`config.mk`:
```
export PLATFORM = sky130hd
export DESIGN_NAME = ucit_ctrl
export DESIGN_NICKNAME = d
export VERILOG_FILES = /design/src/hdl/ucit_pkg.sv /design/src/hdl/ucit_ctrl.sv
export SDC_FILE = /design/constraint.sdc
export NUM_CORES = 1
export LEC_CHECK = 0
export ABC_AREA = 1
export CAP_MARGIN = 15
export CORE_ASPECT_RATIO = 1.2
export CORE_MARGIN = 1.5
export CORE_UTILIZATION = 40
export DETAILED_ROUTE_END_ITERATION = 8
export DONT_BUFFER_PORTS = 1
export PLACE_DENSITY = 0.51
export SYNTH_ARGS = -nofsm -noshare
export SYNTH_HDL_FRONTEND = slang
export SYNTH_SLANG_ARGS = --single-unit
```
`constraint.sdc`:
```
create_clock -name clk_i -period 7 [get_ports clk_i]
set_clock_uncertainty 0.1 [all_clocks]
set_input_delay 0 -clock clk_i [delete_from_list [all_inputs] [get_ports clk_i]]
set_output_delay 0 -clock clk_i [all_outputs]
set_load 0.05 [all_outputs]
```
`src/hdl/ucit_pkg.sv`:
```
// Shared types and constants for the used column interval tracker.
// No dependencies; every other file refers to this package by scoped names.
`default_nettype none
package ucit_pkg;

  // Fixed geometry that the port fields settle.
  localparam int unsigned BLOCKS     = 16;
  localparam int unsigned BLOCK_COLS = 4096;
  localparam int unsigned RUNS_DEF   = 16;
  localparam int unsigned GAP_RESET  = 32;

  // Field widths.
  localparam int unsigned BLKW  = 4;
  localparam int unsigned COLW  = 12;
  localparam int unsigned LENW  = 13;
  localparam int unsigned GAPW  = 13;
  localparam int unsigned SUMW  = 14;
  localparam int unsigned IDXW  = 4;
  localparam int unsigned CNTOW = 5;

  // Request kinds.
  localparam logic OP_MARK  = 1'b0;
  localparam logic OP_CLEAR = 1'b1;

  // Result status codes.
  localparam logic [1:0] ST_OK    = 2'd0;
  localparam logic [1:0] ST_FULL  = 2'd1;
  localparam logic [1:0] ST_RANGE = 2'd2;

  // Configuration register addresses.
  localparam logic [1:0] ADDR_GAP = 2'd0;

  // One stored run.
  typedef struct packed {
    logic [COLW-1:0] first;
    logic [LENW-1:0] len;
  } run_t;

  // One result transaction.
  typedef struct packed {
    logic [1:0]        status;
    logic [BLOCKS-1:0] mask;
    logic [CNTOW-1:0]  cnt;
    logic [LENW-1:0]   len;
    logic [COLW-1:0]   first;
    logic [IDXW-1:0]   idx;
  } result_t;

endpackage
`default_nettype wire

```
`src/hdl/ucit_ctrl.sv`:
```
// Request sequencer: scans, inserts, merges and compacts runs in the run memory,
// keeps run counts and the block mask, and holds the result register.
// Depends on ucit_pkg and drives ucit_run_mem.
`default_nettype none
module ucit_ctrl #(
  parameter int unsigned RUNS_PER_BLOCK = ucit_pkg::RUNS_DEF,
  parameter int unsigned AW             = 8
) (
  input  wire                            clk_i,
  input  wire                            rst_ni,
  input  wire  [ucit_pkg::GAPW-1:0]      gap_i,
  input  wire                            in_valid_i,
  output logic                           in_ready_o,
  input  wire                            in_op_i,
  input  wire  [ucit_pkg::BLKW-1:0]      in_blk_i,
  input  wire  [ucit_pkg::COLW-1:0]      in_col_i,
  input  wire  [ucit_pkg::LENW-1:0]      in_w_i,
  output logic                           out_valid_o,
  input  wire                            out_ready_i,
  output ucit_pkg::result_t              out_o,
  output logic                           mem_we_o,
  output logic [AW-1:0]                  mem_waddr_o,
  output ucit_pkg::run_t                 mem_wdata_o,
  output logic [AW-1:0]                  mem_raddr_o,
  input  ucit_pkg::run_t                 mem_rdata_i
);

  localparam int unsigned CNTW = $clog2(RUNS_PER_BLOCK + 1);
  localparam int unsigned NB   = ucit_pkg::BLOCKS;
  localparam int unsigned SW   = ucit_pkg::SUMW;

  typedef enum logic [3:0] {
    S_IDLE, S_CHECK, S_SCAN_RD, S_SCAN_CMP, S_INS_CHK, S_SH_RD, S_SH_WR,
    S_ABS_RD, S_ABS_CMP, S_FIN, S_CMP_RD, S_CMP_WR, S_DONE
  } state_e;

  state_e                    state_q;
  logic                      op_q;
  logic [ucit_pkg::BLKW-1:0] blk_q;
  logic [ucit_pkg::COLW-1:0] col_q;
  logic [ucit_pkg::LENW-1:0] w_q;
  logic [ucit_pkg::GAPW-1:0] gap_q;
  logic [CNTW-1:0]           n_q, idx_q, j_q, k_q, d_q;
  logic [ucit_pkg::COLW-1:0] cur_b_q;
  logic [ucit_pkg::LENW-1:0] cur_s_q;
  logic [CNTW-1:0]           total_q [NB];
  logic [NB-1:0]             mask_q;
  ucit_pkg::result_t         res_q, out_q;
  logic                      out_valid_q;

  logic [SW-1:0]   rd_end, rd_reach, cur_end, req_end, merge_end;
  logic [NB-1:0]   mask_new;
  logic [ucit_pkg::COLW-1:0] merge_b;

  function automatic logic [AW-1:0] addr_of(input logic [ucit_pkg::BLKW-1:0] blk,
                                            input logic [CNTW-1:0] idx);
    int unsigned a;
    a = int'(blk) * RUNS_PER_BLOCK + int'(idx);
    return a[AW-1:0];
  endfunction

  function automatic logic [ucit_pkg::IDXW-1:0] idx_out(input logic [CNTW-1:0] v);
    logic [31:0] t;
    t = 32'(v);
    return t[ucit_pkg::IDXW-1:0];
  endfunction

  function automatic logic [ucit_pkg::CNTOW-1:0] cnt_out(input logic [CNTW-1:0] v);
    logic [31:0] t;
    t = 32'(v);
    return t[ucit_pkg::CNTOW-1:0];
  endfunction

  // Sums used by the scan, merge and absorb compares, the merged run start and the updated block mask.
  always_comb begin
    rd_end   = SW'(mem_rdata_i.first) + SW'(mem_rdata_i.len);
    rd_reach = rd_end;
    cur_end  = SW'(cur_b_q) + SW'(cur_s_q);
    req_end  = SW'(col_q) + SW'(w_q);
    merge_end = (req_end > rd_end) ? req_end : rd_end;
    merge_b   = (col_q < mem_rdata_i.first) ? col_q : mem_rdata_i.first;
    mask_new  = mask_q | (NB'(1) << blk_q);
  end

  // Memory port control per state.
  always_comb begin
    mem_we_o    = 1'b0;
    mem_waddr_o = addr_of(blk_q, idx_q);
    mem_wdata_o = mem_rdata_i;
    mem_raddr_o = addr_of(blk_q, idx_q);
    case (state_q)
      S_SH_RD: begin
        mem_raddr_o = addr_of(blk_q, k_q - CNTW'(1));
        if (k_q == idx_q) begin
          mem_we_o    = 1'b1;
          mem_wdata_o = '{first: col_q, len: w_q};
        end
      end
      S_SH_WR: begin
        mem_we_o    = 1'b1;
        mem_waddr_o = addr_of(blk_q, k_q);
      end
      S_ABS_RD: mem_raddr_o = addr_of(blk_q, j_q);
      S_FIN: begin
        mem_we_o    = 1'b1;
        mem_wdata_o = '{first: cur_b_q, len: cur_s_q};
      end
      S_CMP_RD: mem_raddr_o = addr_of(blk_q, k_q);
      S_CMP_WR: begin
        mem_we_o    = 1'b1;
        mem_waddr_o = addr_of(blk_q, k_q - d_q);
      end
      default: ;
    endcase
  end

  assign in_ready_o  = (state_q == S_IDLE);
  assign out_valid_o = out_valid_q;
  assign out_o       = out_q;

  // Sequencer, counts, mask and result registers.
  always_ff @(posedge clk_i or negedge rst_ni) begin
    if (!rst_ni) begin
      state_q     <= S_IDLE;
      out_valid_q <= 1'b0;
      mask_q      <= '0;
      for (int i = 0; i < NB; i++) begin
        total_q[i] <= '0;
      end
    end else begin
      // A taken result frees the output register unless a new one loads now.
      if (out_valid_q && out_ready_i && state_q != S_DONE) begin
        out_valid_q <= 1'b0;
      end
      unique case (state_q)
        S_IDLE: begin
          if (in_valid_i) begin
            op_q    <= in_op_i;
            blk_q   <= in_blk_i;
            col_q   <= in_col_i;
            w_q     <= in_w_i;
            gap_q   <= gap_i;
            state_q <= S_CHECK;
          end
        end
        S_CHECK: begin
          n_q   <= total_q[blk_q];
          idx_q <= '0;
          if (op_q == ucit_pkg::OP_CLEAR) begin
            res_q   <= '0;
            mask_q  <= '0;
            state_q <= S_DONE;
            for (int i = 0; i < NB; i++) begin
              total_q[i] <= '0;
            end
          end else if (32'(blk_q) >= NB) begin
            res_q   <= '{status: ucit_pkg::ST_RANGE, mask: mask_q, default: '0};
            state_q <= S_DONE;
          end else if (w_q == '0 || req_end > SW'(ucit_pkg::BLOCK_COLS)) begin
            res_q   <= '{status: ucit_pkg::ST_RANGE, mask: mask_q,
                         cnt: cnt_out(total_q[blk_q]), default: '0};
            state_q <= S_DONE;
          end else begin
            state_q <= S_SCAN_RD;
          end
        end
        S_SCAN_RD: state_q <= (idx_q == n_q) ? S_INS_CHK : S_SCAN_CMP;
        S_SCAN_CMP: begin
          if (rd_end + SW'(gap_q) < SW'(col_q)) begin
            idx_q   <= idx_q + CNTW'(1);
            state_q <= S_SCAN_RD;
          end else if (req_end + SW'(gap_q) < SW'(mem_rdata_i.first)) begin
            state_q <= S_INS_CHK;
          end else begin
            cur_b_q <= merge_b;
            cur_s_q <= ucit_pkg::LENW'(merge_end - SW'(merge_b));
            j_q     <= idx_q + CNTW'(1);
            state_q <= S_ABS_RD;
          end
        end
        S_INS_CHK: begin
          if (32'(n_q) >= RUNS_PER_BLOCK) begin
            res_q   <= '{status: ucit_pkg::ST_FULL, mask: mask_q,
                         cnt: cnt_out(n_q), default: '0};
            state_q <= S_DONE;
          end else begin
            k_q     <= n_q;
            state_q <= S_SH_RD;
          end
        end
        S_SH_RD: begin
          if (k_q == idx_q) begin
            total_q[blk_q] <= n_q + CNTW'(1);
            mask_q         <= mask_new;
            res_q          <= '{status: ucit_pkg::ST_OK, mask: mask_new,
                                cnt: cnt_out(n_q + CNTW'(1)), len: w_q,
                                first: col_q, idx: idx_out(idx_q)};
            state_q        <= S_DONE;
          end else begin
            state_q <= S_SH_WR;
          end
        end
        S_SH_WR: begin
          k_q     <= k_q - CNTW'(1);
          state_q <= S_SH_RD;
        end
        S_ABS_RD: state_q <= (j_q == n_q) ? S_FIN : S_ABS_CMP;
        S_ABS_CMP: begin
          if (cur_end + SW'(gap_q) >= SW'(mem_rdata_i.first)) begin
            if (rd_reach > cur_end) begin
              cur_s_q <= ucit_pkg::LENW'(rd_reach - SW'(cur_b_q));
            end
            j_q     <= j_q + CNTW'(1);
            state_q <= S_ABS_RD;
          end else begin
            state_q <= S_FIN;
          end
        end
        S_FIN: begin
          d_q     <= j_q - idx_q - CNTW'(1);
          k_q     <= j_q;
          state_q <= S_CMP_RD;
        end
        S_CMP_RD: begin
          if (k_q == n_q) begin
            total_q[blk_q] <= n_q - d_q;
            mask_q         <= mask_new;
            res_q          <= '{status: ucit_pkg::ST_OK, mask: mask_new,
                                cnt: cnt_out(n_q - d_q), len: cur_s_q,
                                first: cur_b_q, idx: idx_out(idx_q)};
            state_q        <= S_DONE;
          end else begin
            state_q <= S_CMP_WR;
          end
        end
        S_CMP_WR: begin
          k_q     <= k_q + CNTW'(1);
          state_q <= S_CMP_RD;
        end
        S_DONE: begin
          if (!out_valid_q || out_ready_i) begin
            out_q       <= res_q;
            out_valid_q <= 1'b1;
            state_q     <= S_IDLE;
          end
        end
        default: state_q <= S_IDLE;
      endcase
    end
  end

endmodule
`default_nettype wire

```
Word-level counts from Yosys, hierarchy flattened. Index checks and enable logic that the tools add are counted.

Flip-flop bits (word level): 298. Input bits: 72. Output and inout port bits: 96.

$add $sub $neg: 22. Order comparisons: 10. Eq/ne operators: 30. Shift operators: 1. Mux-type cells: 58. Bitwise gates (word level): 4. Reductions and logical operators: 27.

Operator list (count): $mux W52 (5); $mux W80 (3); $pmux W80 S3 (1); $pmux W52 S4 (1); $bwmux W80 (2); $mux W13 (5); $pmux W25 S2 (1); $mux W16 (3); $pmux W16 S3 (1); $pmux W4 S12 (1); $add A12 B13 Y14 (3); $add A14 B13 Y14 (3); $add A8 B5 Y8 (5); $mux W5 (8); $gt A14 B14 Y1 (2); $lt A14 B12 Y1 (2); $mux W4 (7); $pmux W13 S2 (1); $sub A13 B12 Y13 (2); $mux W25 (1); $ne A2 B2 Y1 const B (12); $pmux W8 S3 (1); $add A5 B1 Y5 const B (4); $bmux W5 S4 (1); other kinds (42) (77).

Depth between registers and ports, before layout.
Word-level depth: 8. Depth in mapped cells: 32.

Worst setup path before layout. No wires, ideal clock.

Kind: register to register. Start point: register state_q[0]. End point: register out_q, in the netlist out_o[0] (enable). Library setup time: 526 ps. Data arrival time: 4421 ps. Required time: 6374 ps. Setup slack: 1954 ps. Cell stages (with the launch flop): 6. Buffers on the path: 0. Period minus slack after synthesis: 5046 ps. Cells stage by stage: dfrtp_1 -> nor2_1 -> inv_1 -> nor3_1 -> inv_1 -> nor3_1.

Cells in the longest elaborated chain, start to end: 2.

RTL lines: start, declared (RTL line ucit_ctrl.sv:37) `state_e state_q;`; start signal, assigned (RTL line ucit_ctrl.sv:167) `S_SCAN_RD: state_q <= (idx_q == n_q) ? S_INS_CHK : S_SCAN_CMP;`; start signal, assigned (RTL line ucit_ctrl.sv:207) `S_ABS_RD: state_q <= (j_q == n_q) ? S_FIN : S_ABS_CMP;`; $eq A4 B4 Y1 (RTL line ucit_ctrl.sv:135) `unique case (state_q)`; $reduce_and A3 Y1 (no line); end signal, assigned (RTL line ucit_ctrl.sv:242) `out_q <= res_q;`; end, declared (RTL line ucit_ctrl.sv:48) `ucit_pkg::result_t res_q, out_q;`.

Every way passes these cells. A chain may end at the register's enable or synchronous reset.

Worst setup path after layout.
Start point: register col_q[0] (netlist bit). End point: register cur_s_q[10] (netlist bit), data pin.

Cells in the longest elaborated chain, start to end: 7. Elaborated cells on any way between the ends: 9. Those cells by class: 2 x add/sub; 2 x order compare; 5 x mux.

RTL lines: start, declared (RTL line ucit_ctrl.sv:40) `logic [ucit_pkg::COLW-1:0] col_q;`; start signal, assigned (RTL line ucit_ctrl.sv:140) `col_q <= in_col_i;`; $add A12 B13 Y14 (RTL line ucit_ctrl.sv:79) `req_end = SW'(col_q) + SW'(w_q);`; $gt A14 B14 Y1 (RTL line ucit_ctrl.sv:80) `merge_end = (req_end > rd_end) ? req_end : rd_end;`; $mux W13 (RTL line ucit_ctrl.sv:80); $sub A13 B12 Y13 * (RTL line ucit_ctrl.sv:176) `cur_s_q <= ucit_pkg::LENW'(merge_end - SW'(merge_b));`; $mux W13 * (RTL line ucit_ctrl.sv:172) `end else if (req_end + SW'(gap_q) < SW'(mem_rdata_i.first)) begin`; $mux W13 * (RTL line ucit_ctrl.sv:169) `if (rd_end + SW'(gap_q) < SW'(col_q)) begin`; $pmux W13 S2 * (RTL line ucit_ctrl.sv:135); end signal, assigned (RTL line ucit_ctrl.sv:176); end signal, assigned (RTL line ucit_ctrl.sv:211) `cur_s_q <= ucit_pkg::LENW'(rd_reach - SW'(cur_b_q));`; end, declared (RTL line ucit_ctrl.sv:45) `logic [ucit_pkg::LENW-1:0] cur_s_q;`.

Mark *: on every way between the ends. The rest lies on a longest branch, timed or not. The select of a mux whose other input is x is not followed.

==> impl_metrics.py <==
metrics = {
    "finish": {
        "fillers": 4844,
        "layout.nets": 2772,
        "drive_gt1_share_pct": 5.922,
        "diodes": 0,
        "area_growth_syn_to_layout_pct": 15.99,
    },
    "synth": {
        "synth_area_um2": 20120,
        "avgSynthCellArea_um2": 8.570,
        "syn_inst": 2348,
        "synth_area_leaders": "edfxtp_1 (29%), dfrtp_1 (13%), ha_1 (12%), nand2_1 (8.6%), inv_1 (7.3%)",
        "ys_seq_area_share_pct": 41.96,
        "ys_types": 52,
        "yosysWarnings": 0,
        "synthArstFlopShare_pct": 33.89,
        "synth_top_area_share_pct": 29.40,
        "synth_fp_nets": 2632,
        "synth_area_leader_cell": "edfxtp_1",
        "synth_edf_count": 197,
        "yosysMostFrequentCell": "nand2_1",
        "ys_seq_elements": 298,
        "ys_top_cells_by_count": "nand2_1 (459), inv_1 (389), ha_1 (201)",
        "ys.flop_type": "edfxtp_1",
    },
    "placement": {
        "place_congestion": 1.002,
        "place_ws_ps": 776.6,
        "place.detailed.hpwl_mm": 54.55,
        "portBuffers": 0,
    },
    "worst_setup_path": {
        "cp_max_fo": 16,
        "path_class": "flop to flop",
        "required_ps": 7270,
        "cp.arrival_ps": 6280,
        "r2r_slack_ps": 990,
        "reg2reg_depth": 25,
        "end_kind": "flop",
        "worst_setup_path_start_kind": "flop",
    },
    "clocking": {
        "cts_root_buffer": "clkbuf_16",
        "cts-buffers-inserted": 36,
        "htree_levels": 2,
        "clock_path_buffers": 3,
        "clock-sinks": 298,
        "path_clk_slew_ps": 60,
        "cts_tree": "done",
        "cts_setup_buffers": 0,
        "post_cts_resized": 0,
        "clk_latency_ps": 590,
    },
    "grt": {
        "grtUsageTotal_pct": 26.84,
        "grt_pass1_vias": 17559,
        "grt_max_degree": 104,
        "grt_pass1_wl_mm": 104.7,
        "antenna_found_initial": 0,
        "grt_overflow": 0,
    },
    "pwr": {
        "p_leak_nw": 10.45,
        "peakVddDrop_mv": 0.2227,
        "power.total_mw": 8.355,
        "swShare_pct": 45.19,
        "seqPwrFrac_pct": 30.2,
        "clockPowerShare_pct": 22.6,
        "power_switching_mw": 3.776,
        "p_int_mw": 4.580,
        "powerDensity_nw_per_um2": 358.0,
        "combPwrFrac_pct": 47.2,
    },
    "detailed_routing": {
        "vias_per_cell": 5.522,
        "vias": 17412,
        "firstDrtPassIters": 5,
        "drc": 0,
        "routed_wirelength_mm": 69.97,
        "drtAntennaViolNets": 0,
        "drt_iter0_drc": 1357,
        "wl_per_cell_um": 22.19,
    },
    "sta": {
        "min_period_ps": 6010,
        "setup_viol": 0,
        "slew_viol_final": 0,
        "hold_violations": 0,
        "max-slew-margin-rel_pct": 19.04,
        "max_freq_mhz": 166.4,
        "setup_slack_ps": 990.3,
        "finalCritPeriodShare_pct": 85.85,
        "tns_ps": 0,
        "rsz0062_at_grt": "no",
        "tightest_slew_ps": 1214,
    },
    "min_path": {
        "min_path_type": "primary input to flop",
        "min_path_cells": 1,
    },
    "run": {
        "cap_violations": 0,
    },
    "die": {
        "start_util_pct": 40.70,
        "boundaryPins": 168,
        "coreArea_um2": 49440,
        "row_count": 89,
        "die_area_um2": 51670,
        "die_height_um": 248.7,
        "die_w_um": 207.7,
    },
    "run_status": {
        "outcome": "completed",
    },
}
==> flip-flops by register name, summed over array words and instances (netlist names), 13 cells and up <==
register  count
cur_s_q      13
gap_q        13
mask_q       16
out_o        52
res_q        52
total_q      80
w_q          13
==> per-stage QoR <==
step / cells / cell area [um^2] / hold slack [ps] / util (%)
2_1_floorplan: 2348 / 20120 / -395.6 / -
3_3_place_gp: 2986 / 21120 / -390.3 / 42.72
3_5_place_dp: 2987 / 21130 / -390.9 / 42.73
4_1_cts: 3152 / 23330 / 15.86 / 47.18
5_1_grt: 3153 / 23340 / 32.27 / 47.21
6_report: 3153 / 23340 / 24.52 / 47.21
==> final cells by class <==
cell class | instances | area [um^2] | area share [%]
multi-input cells | 1607 | 10030 | 42.99
repair buffers | 149 | 1390 | 5.956
well taps | 637 | 797.0 | 3.415
clock inverters | 13 | 175.2 | 0.7505
clock buffers | 53 | 1015 | 4.348
inverters | 396 | 1486 | 6.369
flip-flops and latches | 298 | 8443 | 36.17
==> critical path: stages (launching register included) <==
cell      delay, ps
edfxtp_1        390
ha_1            280
fa_1            450
nand2_1         100
nand3_1         170
nand2_1         110
nand2_1          80
xor2_1          390
ha_1            320
nand2_1          60
inv_1            60
nand3_1          70
a31oi_1          80
nor3_1          300
nand2_1         110
nand2_1         460
inv_1           330
o21ai_0         340
ha_1            340
a31oi_1         300
inv_1           180
a21oi_1         230
nor2_1           70
o21ai_0         150
nand2_1          60
o21ai_0         250
==> power by group through the flow <==
stage	clock network [mW]	registers, mW	logic (mW)
finish	1.89	2.52	3.95
CTS	1.93	2.52	3.92
detailed placement	0	2.56	3.84
global route	2.00	2.55	4.36
global placement	0	2.55	3.81
floorplan	0	2.47	2.77
==> path summary, 6_finish.rpt <==
kind | startpoint | to
max | col_q[0] | cur_s_q[10]
min | in_w_i[8] | w_q[8]
max reg2reg | col_q[0] | cur_s_q[10]
min reg2reg | res_q[3] | out_o[3]
max in group asynchronous | rst_ni | out_valid_o
min in group asynchronous | rst_ni | mask_q[4]
==> per-layer routing <==
| metal | share of wire (%) | wire (um) | global-route usage, % |
|---|---|---|---|
| met5 | 0 | 0 | 0 |
| met4 | 4.6 | 3216 | 12.53 |
| met3 | 5.0 | 3520 | 3.101 |
| met2 | 51 | 35470 | 48.89 |
| met1 | 40 | 27760 | 31.40 |
==> layout by cell type, fill, tap and decap left out, types with 6 or more instances in the layout <==
cell type,count
dfrtp_1,101
clkbuf_8,6
a31oi_1,15
buf_4,49
clkbuf_1,12
nand4_1,28
ha_1,201
nor3_1,17
nand3b_1,8
o211ai_1,12
a21o_1,17
o22ai_1,139
xnor2_1,29
or2_2,11
nand2_2,16
o21a_1,7
a21oi_1,132
xor2_1,70
o21ai_0,143
o21bai_1,7
a211oi_1,6
inv_1,388
o2111ai_1,10
nor2_1,131
nand3_1,72
fa_1,11
nand2_1,459
dlygate4sd3_1,98
clkbuf_16,36
o221ai_1,34
edfxtp_1,197
==> cells by family after synthesis <==
kind of cell	after synthesis	share of synthesized area [%]
multiplexers	2	0.1057
AO/OA/AOI/OAI	537	15.96
XOR/XNOR	99	4.309
AND/OR/NAND/NOR	757	15.74
buffers and inverters	443	8.338
flip-flops	298	41.96
adder cells (fa/ha/maj)	212	13.59
==> timing repair <==
action                                  CTS  global route
endpoints found under the setup margin    0             0
hold buffers                             99             0
hold endpoints to repair                189             0
No activity file was read; power rests on OpenSTA's default activity.
